===== src/rtl/rdd_pkg.sv =====
`timescale 1ns / 1ps
`default_nettype none

package rdd_pkg;

  localparam int unsigned MAX_DIGITS_DEF = 16;

  localparam logic [1:0] OP_DIAL_EN = 2'd0;
  localparam logic [1:0] OP_PULSE   = 2'd1;
  localparam logic [1:0] OP_BUTTON  = 2'd2;
  localparam logic [1:0] OP_HOOK    = 2'd3;

  localparam logic [1:0] KIND_DIAL  = 2'd0;
  localparam logic [1:0] KIND_NUM   = 2'd1;
  localparam logic [1:0] KIND_EMPTY = 2'd2;
  localparam logic [1:0] KIND_HOOK  = 2'd3;

  localparam logic [19:0] GAP_RESET = 20'd10000;
  localparam logic [3:0]  DIAL_BASE = 4'd10;

  typedef struct packed {
    logic cap;
    logic stamp_wr;
    logic pulse_clr;
    logic pulse_inc;
    logic dial;
    logic empty;
    logic hook;
    logic rd_clr;
    logic rd_load;
    logic num_clr;
  } rdd_cmd_t;

  typedef struct packed {
    logic       accepted;
    logic [1:0] opcode;
    logic       level;
    logic       total_zero;
    logic       last;
  } rdd_sts_t;

endpackage

`default_nettype wire


===== src/rtl/rdd_in_if.sv =====
`timescale 1ns / 1ps
`default_nettype none

interface rdd_in_if;
  logic        valid;
  logic        ready;
  logic [1:0]  opcode;
  logic        level;
  logic [31:0] tick;

  modport source(output valid, output opcode, output level, output tick, input ready);
  modport sink(input valid, input opcode, input level, input tick, output ready);
endinterface

`default_nettype wire


===== src/rtl/rdd_out_if.sv =====
`timescale 1ns / 1ps
`default_nettype none

interface rdd_out_if;
  logic       valid;
  logic       ready;
  logic [1:0] kind;
  logic [3:0] digit;
  logic       hook_state;
  logic       overflow;
  logic       last;

  modport source(output valid, output kind, output digit, output hook_state,
                 output overflow, output last, input ready);
  modport sink(input valid, input kind, input digit, input hook_state,
               input overflow, input last, output ready);
endinterface

`default_nettype wire


===== src/rtl/rdd_cfg_if.sv =====
`timescale 1ns / 1ps
`default_nettype none

interface rdd_cfg_if;
  logic        valid;
  logic        ready;
  logic [19:0] data;

  modport source(output valid, output data, input ready);
  modport sink(input valid, input data, output ready);
endinterface

`default_nettype wire


===== src/rtl/rdd_dp.sv =====
`timescale 1ns / 1ps
`default_nettype none

module rdd_dp
  import rdd_pkg::*;
#(
  parameter int unsigned MAX_DIGITS = MAX_DIGITS_DEF
) (
  input  wire logic        clk_i,
  input  wire logic        rst_ni,
  input  wire rdd_cmd_t    cmd_i,
  output rdd_sts_t         sts_o,
  input  wire logic [1:0]  opcode_i,
  input  wire logic        level_i,
  input  wire logic [31:0] tick_i,
  input  wire logic        cfg_we_i,
  input  wire logic [19:0] cfg_data_i,
  output logic [1:0]       kind_o,
  output logic [3:0]       digit_o,
  output logic             hook_state_o,
  output logic             overflow_o,
  output logic             last_o
);

  localparam int unsigned CW = $clog2(MAX_DIGITS + 1);
  localparam int unsigned AW = (MAX_DIGITS > 1) ? $clog2(MAX_DIGITS) : 1;

  logic [1:0]    op_q;
  logic          level_q;
  logic [31:0]   tick_q;
  logic [19:0]   gap_q;
  logic [31:0]   stamp_q [4];
  logic [3:0]    pulse_q;
  logic [CW-1:0] total_q;
  logic [CW-1:0] cnt_q;
  logic          drop_q;
  logic          hook_q;
  logic [3:0]    mem_q [MAX_DIGITS];
  logic [3:0]    rdata_q;
  logic [1:0]    kind_q;
  logic [3:0]    digit_q;
  logic          hook_st_q;
  logic          ovf_q;
  logic          last_q;

  logic [31:0]   diff;
  logic          full;
  logic [CW-1:0] cnt_inc;

  assign diff    = tick_q - stamp_q[op_q];
  assign full    = (total_q == CW'(MAX_DIGITS));
  assign cnt_inc = CW'(cnt_q + 1'b1);

  assign sts_o.accepted   = (diff > {12'd0, gap_q});
  assign sts_o.opcode     = op_q;
  assign sts_o.level      = level_q;
  assign sts_o.total_zero = (total_q == '0);
  assign sts_o.last       = last_q;

  always_ff @(posedge clk_i) begin
    if (cmd_i.cap) begin
      op_q    <= opcode_i;
      level_q <= level_i;
      tick_q  <= tick_i;
    end
  end

  always_ff @(posedge clk_i or negedge rst_ni) begin
    if (!rst_ni) begin
      gap_q   <= GAP_RESET;
      stamp_q <= '{default: '0};
      pulse_q <= '0;
      total_q <= '0;
      cnt_q   <= '0;
      drop_q  <= 1'b0;
      hook_q  <= 1'b1;
    end else begin
      if (cfg_we_i) begin
        gap_q <= cfg_data_i;
      end
      if (cmd_i.stamp_wr) begin
        stamp_q[op_q] <= tick_q;
      end
      if (cmd_i.pulse_clr) begin
        pulse_q <= '0;
      end else if (cmd_i.pulse_inc) begin
        pulse_q <= (pulse_q == DIAL_BASE - 4'd1) ? 4'd0 : pulse_q + 4'd1;
      end
      if (cmd_i.dial) begin
        if (full) begin
          drop_q <= 1'b1;
        end else begin
          total_q <= CW'(total_q + 1'b1);
        end
      end
      if (cmd_i.num_clr) begin
        total_q <= '0;
        drop_q  <= 1'b0;
      end
      if (cmd_i.rd_clr) begin
        cnt_q <= '0;
      end else if (cmd_i.rd_load) begin
        cnt_q <= cnt_inc;
      end
      if (cmd_i.hook) begin
        hook_q <= level_q;
      end
    end
  end

  always_ff @(posedge clk_i) begin
    if (cmd_i.dial && !full) begin
      mem_q[total_q[AW-1:0]] <= pulse_q;
    end
    rdata_q <= mem_q[cnt_q[AW-1:0]];
  end

  always_ff @(posedge clk_i) begin
    if (cmd_i.dial) begin
      kind_q    <= KIND_DIAL;
      digit_q   <= pulse_q;
      hook_st_q <= hook_q;
      ovf_q     <= full | drop_q;
      last_q    <= 1'b1;
    end else if (cmd_i.empty) begin
      kind_q    <= KIND_EMPTY;
      digit_q   <= '0;
      hook_st_q <= hook_q;
      ovf_q     <= drop_q;
      last_q    <= 1'b1;
    end else if (cmd_i.hook) begin
      kind_q    <= KIND_HOOK;
      digit_q   <= '0;
      hook_st_q <= level_q;
      ovf_q     <= drop_q;
      last_q    <= 1'b1;
    end else if (cmd_i.rd_load) begin
      kind_q    <= KIND_NUM;
      digit_q   <= rdata_q;
      hook_st_q <= hook_q;
      ovf_q     <= drop_q;
      last_q    <= (cnt_inc == total_q);
    end
  end

  assign kind_o       = kind_q;
  assign digit_o      = digit_q;
  assign hook_state_o = hook_st_q;
  assign overflow_o   = ovf_q;
  assign last_o       = last_q;

endmodule

`default_nettype wire


===== src/rtl/rdd_ctrl.sv =====
`timescale 1ns / 1ps
`default_nettype none

module rdd_ctrl
  import rdd_pkg::*;
(
  input  wire logic     clk_i,
  input  wire logic     rst_ni,
  input  wire logic     evt_valid_i,
  output logic          evt_ready_o,
  output logic          out_valid_o,
  input  wire logic     out_ready_i,
  input  wire rdd_sts_t sts_i,
  output rdd_cmd_t      cmd_o
);

  localparam logic [2:0] S_IDLE  = 3'd0;
  localparam logic [2:0] S_CHECK = 3'd1;
  localparam logic [2:0] S_OUT   = 3'd2;
  localparam logic [2:0] S_RD    = 3'd3;
  localparam logic [2:0] S_LD    = 3'd4;
  localparam logic [2:0] S_BOUT  = 3'd5;

  logic [2:0] state_q;
  logic [2:0] state_d;

  assign evt_ready_o = (state_q == S_IDLE);
  assign out_valid_o = (state_q == S_OUT) || (state_q == S_BOUT);

  always_comb begin
    state_d = state_q;
    cmd_o   = '0;
    case (state_q)
      S_IDLE: begin
        if (evt_valid_i) begin
          cmd_o.cap = 1'b1;
          state_d   = S_CHECK;
        end
      end
      S_CHECK: begin
        cmd_o.stamp_wr = 1'b1;
        state_d        = S_IDLE;
        if (sts_i.accepted) begin
          case (sts_i.opcode)
            OP_DIAL_EN: begin
              if (sts_i.level) begin
                cmd_o.dial = 1'b1;
                state_d    = S_OUT;
              end else begin
                cmd_o.pulse_clr = 1'b1;
              end
            end
            OP_PULSE: begin
              cmd_o.pulse_inc = sts_i.level;
            end
            OP_BUTTON: begin
              if (sts_i.level) begin
                if (sts_i.total_zero) begin
                  cmd_o.empty   = 1'b1;
                  cmd_o.num_clr = 1'b1;
                  state_d       = S_OUT;
                end else begin
                  cmd_o.rd_clr = 1'b1;
                  state_d      = S_RD;
                end
              end
            end
            OP_HOOK: begin
              cmd_o.hook = 1'b1;
              state_d    = S_OUT;
            end
            default: begin
              state_d = S_IDLE;
            end
          endcase
        end
      end
      S_OUT: begin
        if (out_ready_i) begin
          state_d = S_IDLE;
        end
      end
      S_RD: begin
        state_d = S_LD;
      end
      S_LD: begin
        cmd_o.rd_load = 1'b1;
        state_d       = S_BOUT;
      end
      S_BOUT: begin
        if (out_ready_i) begin
          if (sts_i.last) begin
            cmd_o.num_clr = 1'b1;
            state_d       = S_IDLE;
          end else begin
            state_d = S_RD;
          end
        end
      end
      default: begin
        state_d = S_IDLE;
      end
    endcase
  end

  always_ff @(posedge clk_i or negedge rst_ni) begin
    if (!rst_ni) begin
      state_q <= S_IDLE;
    end else begin
      state_q <= state_d;
    end
  end

endmodule

`default_nettype wire


===== src/rtl/rotary_dial_decoder.sv =====
`timescale 1ns / 1ps
`default_nettype none

// Channel   Direction  Beat contents
// evt_i     in         opcode, level, tick of one debounced input edge
// res_o     out        kind, digit, hook_state, overflow, last
// cfg_i     in         debounce gap in microseconds (20 bits)
//
// An event is captured in S_IDLE and checked in S_CHECK; a dial, hook or empty-number
// result then waits in the output register until its beat is taken.
// A button run steps each stored digit through S_RD, S_LD and S_BOUT, as the digit
// memory has a registered read; each digit beat waits in S_BOUT until it is taken.
// No new event is taken until the last result beat of the current one is gone.
// Reset needs no clearing pass; the configuration port is always ready.

module rotary_dial_decoder
  import rdd_pkg::*;
#(
  parameter int unsigned MAX_DIGITS = MAX_DIGITS_DEF
) (
  input wire logic clk_i,
  input wire logic rst_ni,
  rdd_in_if.sink   evt_i,
  rdd_out_if.source res_o,
  rdd_cfg_if.sink  cfg_i
);

  rdd_cmd_t cmd;
  rdd_sts_t sts;

  assign cfg_i.ready = 1'b1;

  rdd_ctrl u_ctrl (
    .clk_i       (clk_i),
    .rst_ni      (rst_ni),
    .evt_valid_i (evt_i.valid),
    .evt_ready_o (evt_i.ready),
    .out_valid_o (res_o.valid),
    .out_ready_i (res_o.ready),
    .sts_i       (sts),
    .cmd_o       (cmd)
  );

  rdd_dp #(
    .MAX_DIGITS (MAX_DIGITS)
  ) u_dp (
    .clk_i        (clk_i),
    .rst_ni       (rst_ni),
    .cmd_i        (cmd),
    .sts_o        (sts),
    .opcode_i     (evt_i.opcode),
    .level_i      (evt_i.level),
    .tick_i       (evt_i.tick),
    .cfg_we_i     (cfg_i.valid),
    .cfg_data_i   (cfg_i.data),
    .kind_o       (res_o.kind),
    .digit_o      (res_o.digit),
    .hook_state_o (res_o.hook_state),
    .overflow_o   (res_o.overflow),
    .last_o       (res_o.last)
  );

  a_no_evt_while_out: assert property (@(posedge clk_i) disable iff (!rst_ni)
    res_o.valid |-> !evt_i.ready)
    else $error("event taken while a result is pending");

  a_single_last: assert property (@(posedge clk_i) disable iff (!rst_ni)
    (res_o.valid && res_o.kind != KIND_NUM) |-> res_o.last)
    else $error("single result without last");

  a_digit_zero: assert property (@(posedge clk_i) disable iff (!rst_ni)
    (res_o.valid && (res_o.kind == KIND_EMPTY || res_o.kind == KIND_HOOK))
      |-> (res_o.digit == 4'd0))
    else $error("nonzero digit on hook or empty result");

  a_idle_after_last: assert property (@(posedge clk_i) disable iff (!rst_ni)
    (res_o.valid && res_o.ready && res_o.last) |=> (!res_o.valid && evt_i.ready))
    else $error("block not idle after final beat");

endmodule

`default_nettype wire


===== src/flat_wrapper.sv =====
// flat-port wrapper written by rule: the top's interface ports become plain ports
module rotary_dial_decoder_flat import rdd_pkg::*;
#(
  parameter int unsigned MAX_DIGITS = MAX_DIGITS_DEF
)
  (clk_i, rst_ni, evt_i_valid, evt_i_opcode, evt_i_level, evt_i_tick, evt_i_ready, res_o_valid, res_o_kind, res_o_digit, res_o_hook_state, res_o_overflow, res_o_last, res_o_ready, cfg_i_valid, cfg_i_data, cfg_i_ready);
  rdd_in_if evt_i_i ();
  rdd_out_if res_o_i ();
  rdd_cfg_if cfg_i_i ();
  input wire logic clk_i;
  input wire logic rst_ni;
  input wire logic [$bits(evt_i_i.valid)-1:0] evt_i_valid;
  input wire logic [$bits(evt_i_i.opcode)-1:0] evt_i_opcode;
  input wire logic [$bits(evt_i_i.level)-1:0] evt_i_level;
  input wire logic [$bits(evt_i_i.tick)-1:0] evt_i_tick;
  output wire logic [$bits(evt_i_i.ready)-1:0] evt_i_ready;
  output wire logic [$bits(res_o_i.valid)-1:0] res_o_valid;
  output wire logic [$bits(res_o_i.kind)-1:0] res_o_kind;
  output wire logic [$bits(res_o_i.digit)-1:0] res_o_digit;
  output wire logic [$bits(res_o_i.hook_state)-1:0] res_o_hook_state;
  output wire logic [$bits(res_o_i.overflow)-1:0] res_o_overflow;
  output wire logic [$bits(res_o_i.last)-1:0] res_o_last;
  input wire logic [$bits(res_o_i.ready)-1:0] res_o_ready;
  input wire logic [$bits(cfg_i_i.valid)-1:0] cfg_i_valid;
  input wire logic [$bits(cfg_i_i.data)-1:0] cfg_i_data;
  output wire logic [$bits(cfg_i_i.ready)-1:0] cfg_i_ready;
  assign evt_i_i.valid = evt_i_valid;
  assign evt_i_i.opcode = evt_i_opcode;
  assign evt_i_i.level = evt_i_level;
  assign evt_i_i.tick = evt_i_tick;
  assign evt_i_ready = evt_i_i.ready;
  assign res_o_valid = res_o_i.valid;
  assign res_o_kind = res_o_i.kind;
  assign res_o_digit = res_o_i.digit;
  assign res_o_hook_state = res_o_i.hook_state;
  assign res_o_overflow = res_o_i.overflow;
  assign res_o_last = res_o_i.last;
  assign res_o_i.ready = res_o_ready;
  assign cfg_i_i.valid = cfg_i_valid;
  assign cfg_i_i.data = cfg_i_data;
  assign cfg_i_ready = cfg_i_i.ready;
  rotary_dial_decoder #(.MAX_DIGITS(MAX_DIGITS)) u_core (.clk_i(clk_i), .rst_ni(rst_ni), .evt_i(evt_i_i), .res_o(res_o_i), .cfg_i(cfg_i_i));
endmodule

===== config.mk =====
export PLATFORM = sky130hd
export DESIGN_NAME = rotary_dial_decoder_flat
export DESIGN_NICKNAME = d
export VERILOG_FILES = /design/src/rtl/rdd_pkg.sv /design/src/rtl/rdd_in_if.sv /design/src/rtl/rdd_out_if.sv /design/src/rtl/rdd_cfg_if.sv /design/src/rtl/rdd_dp.sv /design/src/rtl/rdd_ctrl.sv /design/src/rtl/rotary_dial_decoder.sv /design/src/flat_wrapper.sv
export SDC_FILE = /design/constraint.sdc
export NUM_CORES = 1
export LEC_CHECK = 0
export BUFFER_PORTS_ARGS = -buffer_cell sky130_fd_sc_hd__buf_2
export CAP_MARGIN = 5
export CORE_UTILIZATION = 62
export DETAILED_ROUTE_END_ITERATION = 8
export GPL_TIMING_DRIVEN = 0
export PLACE_DENSITY = 0.81
export SYNTH_ARGS = -nofsm -noshare
export SYNTH_HDL_FRONTEND = slang
export SYNTH_SLANG_ARGS = --single-unit

===== constraint.sdc =====
create_clock -name clk_i -period 8.7 [get_ports clk_i]
set_clock_uncertainty 0.2 [all_clocks]
set_input_delay 0.435 -clock clk_i [delete_from_list [all_inputs] [get_ports clk_i]]
set_output_delay 0.435 -clock clk_i [all_outputs]
set_load 0.005 [all_outputs]

==> impl_metrics.yaml <==
outcome:
  outcome: "complete, but fails checks"
  violations: "DRC"
sta:
  timing.hold.ws_ns: 0.0217
  max_freq_mhz: 127
  grt_setup_unrepaired: "no"
  fin_crit_sh: 0.906
  hold_viol_final: 0
  relSlewSlack: 0.235
  min_period_ns: 7.88
  fin_setup_tns_ns: 0
  worstMarginPinSlew_ns: 1.13
  finalMaxSlewViolations: 0
  setup_ws_ns: 0.820
  setup_viol: 0
clock_tree:
  ctsResizeCount: 0
  worstSkewPairLatency_ns: 0.55
  cts_buffers: 29
  post_cts_buffers: 0
  cts_tree: "yes"
  clock_path_buffers: 3
  cts.sinks: 279
  htreeDepth: 1
  clk_pin_slew_ns: 0.06
  cts_root_buf: "clkbuf_16"
setup_path:
  crit_path_frequent_cell: "clkbuf_1"
  cp_slowest_cell: "buf_1"
  crit_chain: "clkbuf_1 > buf_1 > buf_1 > mux4_2 > inv_1 > ha_1 > clkbuf_1 > a21oi_1 > o21ai_0 > a31oi_1 > xnor2_1 > ha_1 > a21oi_1 > o21ai_0 > a2111oi_0 > nand3b_1 > a221oi_1 > o211ai_1 > nor4_1 > nand4_2 > clkbuf_1 > nand2_1 > nand2_1"
  crit_type: "flip-flop to flip-flop"
  worstSetupEndpointType: "flip-flop"
  cp.required_ns: 8.75
  worst-path-buf-inv: 6
  worstPathArrival_ns: 7.93
  max_stage_delay_ns: 0.77
  crit_family: "buffers and inverters"
  start_kind: "flip-flop"
  path_max_fanout: 10
  regToRegSetupSlack_ns: 0.82
route:
  postRouteAntennaNets: 0
  drt_iter0_drc: 775
  via_count: 10000
  drc_errors: 5
  viasPerCell: 6.13
  wire_per_inst_um: 19.8
  drt-total-wl_um: 32400
  firstDrtPassIters: 9
logic_synthesis:
  synth_seq_cells: 279
  ys_types: 73
  synth.area.top_cells: "dfrtp_1 29%, edfxtp_1 22%, mux4_2 8.3%, mux2_2 8.2%, ha_1 5.2%"
  syn-num-nets: 1296
  synthCells: 1176
  async_reset_ff_frac: 0.599
  synth_seq_area_share: 0.530
  post-synth-top-area-cell: "dfrtp_1"
  synth-main-ff-cell: "dfrtp_1"
  yosys_warnings: 0
  synth_edf_count: 105
  avgSynthCellArea_um2: 12.0
  synthTopCellsByCount: "172 x nand2_1, 161 x dfrtp_1, 105 x edfxtp_1, 103 x mux2_2, 68 x inv_1"
  synth_top_area_share: 0.286
  syn-cell-area_um2: 14100
  synth.most_common_cell: "nand2_1"
floorplanning:
  io_pins: 72
  rows: 54
  die_y_um: 153
  dieArea_um2: 23400
  dieWidth_um: 153
  core_um2: 22100
  start_util: 0.638
layout:
  fin_area_um2: 16400
  antenna_cells: 0
  drive_above_1_share: 0.212
  nNetsFinal: 1454
  fillers: 1457
  multi_input_area_um2: 6140
  syn2layout_area_growth_pct: 16.4
  ff_latch_area_um2: 7480
  final_util: 0.743
global_route:
  grt_usage: 0.282
  grt_max_degree: 95
  grt_pass1_vias: 10000
  grt_first_pass_wirelength_um: 52300
  overflow: 0
  antenna_found_initial: 0
placement:
  place_ws_ns: 1.00
  dp_hpwl_um: 21800
  place_congestion: 0.935
  dpl-instance-area_um2: 14900
  port_buffers: 69
min_path:
  hp-class: "input pin to flip-flop"
power_and_ir_drop:
  ir_drop_v: 0.000220
  p_leak_nw: 6.81
  power_density_nw_per_um2: 402
job:
  maxCapViolations: 0
[cell families (layout without fill, tap and decap cells)]
family | after synthesis | in the layout | share of synthesized area
mux | 156 | 156 | 0.166
xor+xnor | 35 | 35 | 0.0217
compound gates | 187 | 187 | 0.0838
buf+inv | 128 | 308 | 0.0345
flops | 279 | 279 | 0.530
fa+ha+maj | 60 | 60 | 0.0538
other cells | 1 | 1 | 0.000266
simple gates | 330 | 330 | 0.110
[worst register-to-register path: cells and delay by family (launching register included)]
kind | cells | cell delay [ns]
buf+inv | 6 | 2.45
compound gates | 8 | 1.90
xor+xnor | 1 | 0.25
mux | 1 | 0.63
flops | 1 | 0.32
simple gates | 5 | 1.27
fa+ha+maj | 2 | 0.55
[path summary, 6_finish.rpt]
| kind | from | endpoint | cells after the start |
|---|---|---|---|
| setup reg to reg | u_core.u_dp.op_q[0]$_DFFE_PP_ | u_core.u_dp.digit_o[3]$_DFFE_PP_ | 23 |
| min in group asynchronous | rst_ni | u_core.u_dp.stamp_q[44]$_DFFE_PN0P_ | 2 |
| hold / removal | res_o_ready | u_core.u_ctrl.state_q[1]$_DFFE_PN0P_ | 3 |
| setup / recovery | u_core.u_dp.op_q[0]$_DFFE_PP_ | u_core.u_dp.digit_o[3]$_DFFE_PP_ | 23 |
| max in group asynchronous | rst_ni | u_core.u_dp.hook_q$_DFFE_PN1P_ | 3 |
| hold reg to reg | u_core.u_dp.kind_o[1]$_SDFFE_PP0P_ | u_core.u_dp.kind_o[1]$_SDFFE_PP0P_ | 2 |
[sequential cells by signal, summed over array words and instances, names as in the netlist]
name	count
u_core.u_dp.op_q	2
u_core.u_dp.gap_q	20
u_core.u_ctrl.state_q	3
u_core.u_dp.digit_o	4
u_core.u_dp.drop_q	1
u_core.u_dp.overflow_o	1
u_core.u_dp.cnt_q	5
u_core.u_dp.hook_state_o	1
u_core.u_dp.mem_q	64
u_core.u_dp.stamp_q	128
u_core.u_dp.kind_o	2
u_core.u_dp.level_q	1
u_core.u_dp.last_o	1
u_core.u_dp.pulse_q	4
u_core.u_dp.hook_q	1
u_core.u_dp.rdata_q	4
u_core.u_dp.total_q	5
u_core.u_dp.tick_q	32
[cells in the final DEF, fill, tap and decap left out, types with 6 or more instances in the layout]
cell	Yosys	layout
nand2_1	172	172
dfrtp_1	161	161
edfxtp_1	105	105
mux2_2	103	103
buf_2	2	70
inv_1	68	68
clkbuf_1	52	60
ha_1	59	59
a21oi_1	58	58
o21ai_0	57	57
dlygate4sd3_1	0	56
mux4_2	52	52
nor2_1	51	51
clkbuf_16	0	29
xnor2_1	22	22
nand4_1	21	21
xor2_1	13	13
nor3_1	13	13
nor4_1	12	11
nand3_1	11	11
a21o_1	9	9
nand2b_1	9	9
dfxtp_1	7	7
and3_1	6	6
dfstp_2	6	6
[what timing repair did]
item / 4_1_cts / 5_1_grt
hold endpoints to repair: 128 / 0
setup endpoints to repair: 0 / 0
hold buffers: 56 / 0
[where the power goes]
group          internal (mW)  switching (mW)  leakage, nW
Sequential              1.83           0.289         3.03
Clock                  0.794           0.507        0.489
Combinational           1.39            1.79         3.29
[final cells by class]
type | count | share of cell area
sequential | 279 | 0.456
multi-input combinational | 769 | 0.374
timing repair buffer | 127 | 0.0579
clock buffer | 41 | 0.0494
tap | 280 | 0.0213
inverter | 68 | 0.0156
buffer | 60 | 0.0141
clock inverter | 12 | 0.0116
[per-layer routing]
metal | vias up | global-route usage | share of wire
met4 | 0 | 0.0765 | 0.021
met3 | 50 | 0.0369 | 0.067
met2 | 377 | 0.462 | 0.47
met5 | - | 0 | 0
met1 | 5006 | 0.401 | 0.44
li1 | 4593 | - | -
[stage by stage]
step / power, mW / cells
2_1_floorplan: 4.38 / 1176
3_3_place_gp: 5.06 / 1525
3_5_place_dp: 5.21 / 1527
4_1_cts: 6.54 / 1636
5_1_grt: 7.03 / 1636
6_report: 6.60 / 1636
(Power assumes the default switching activity.)
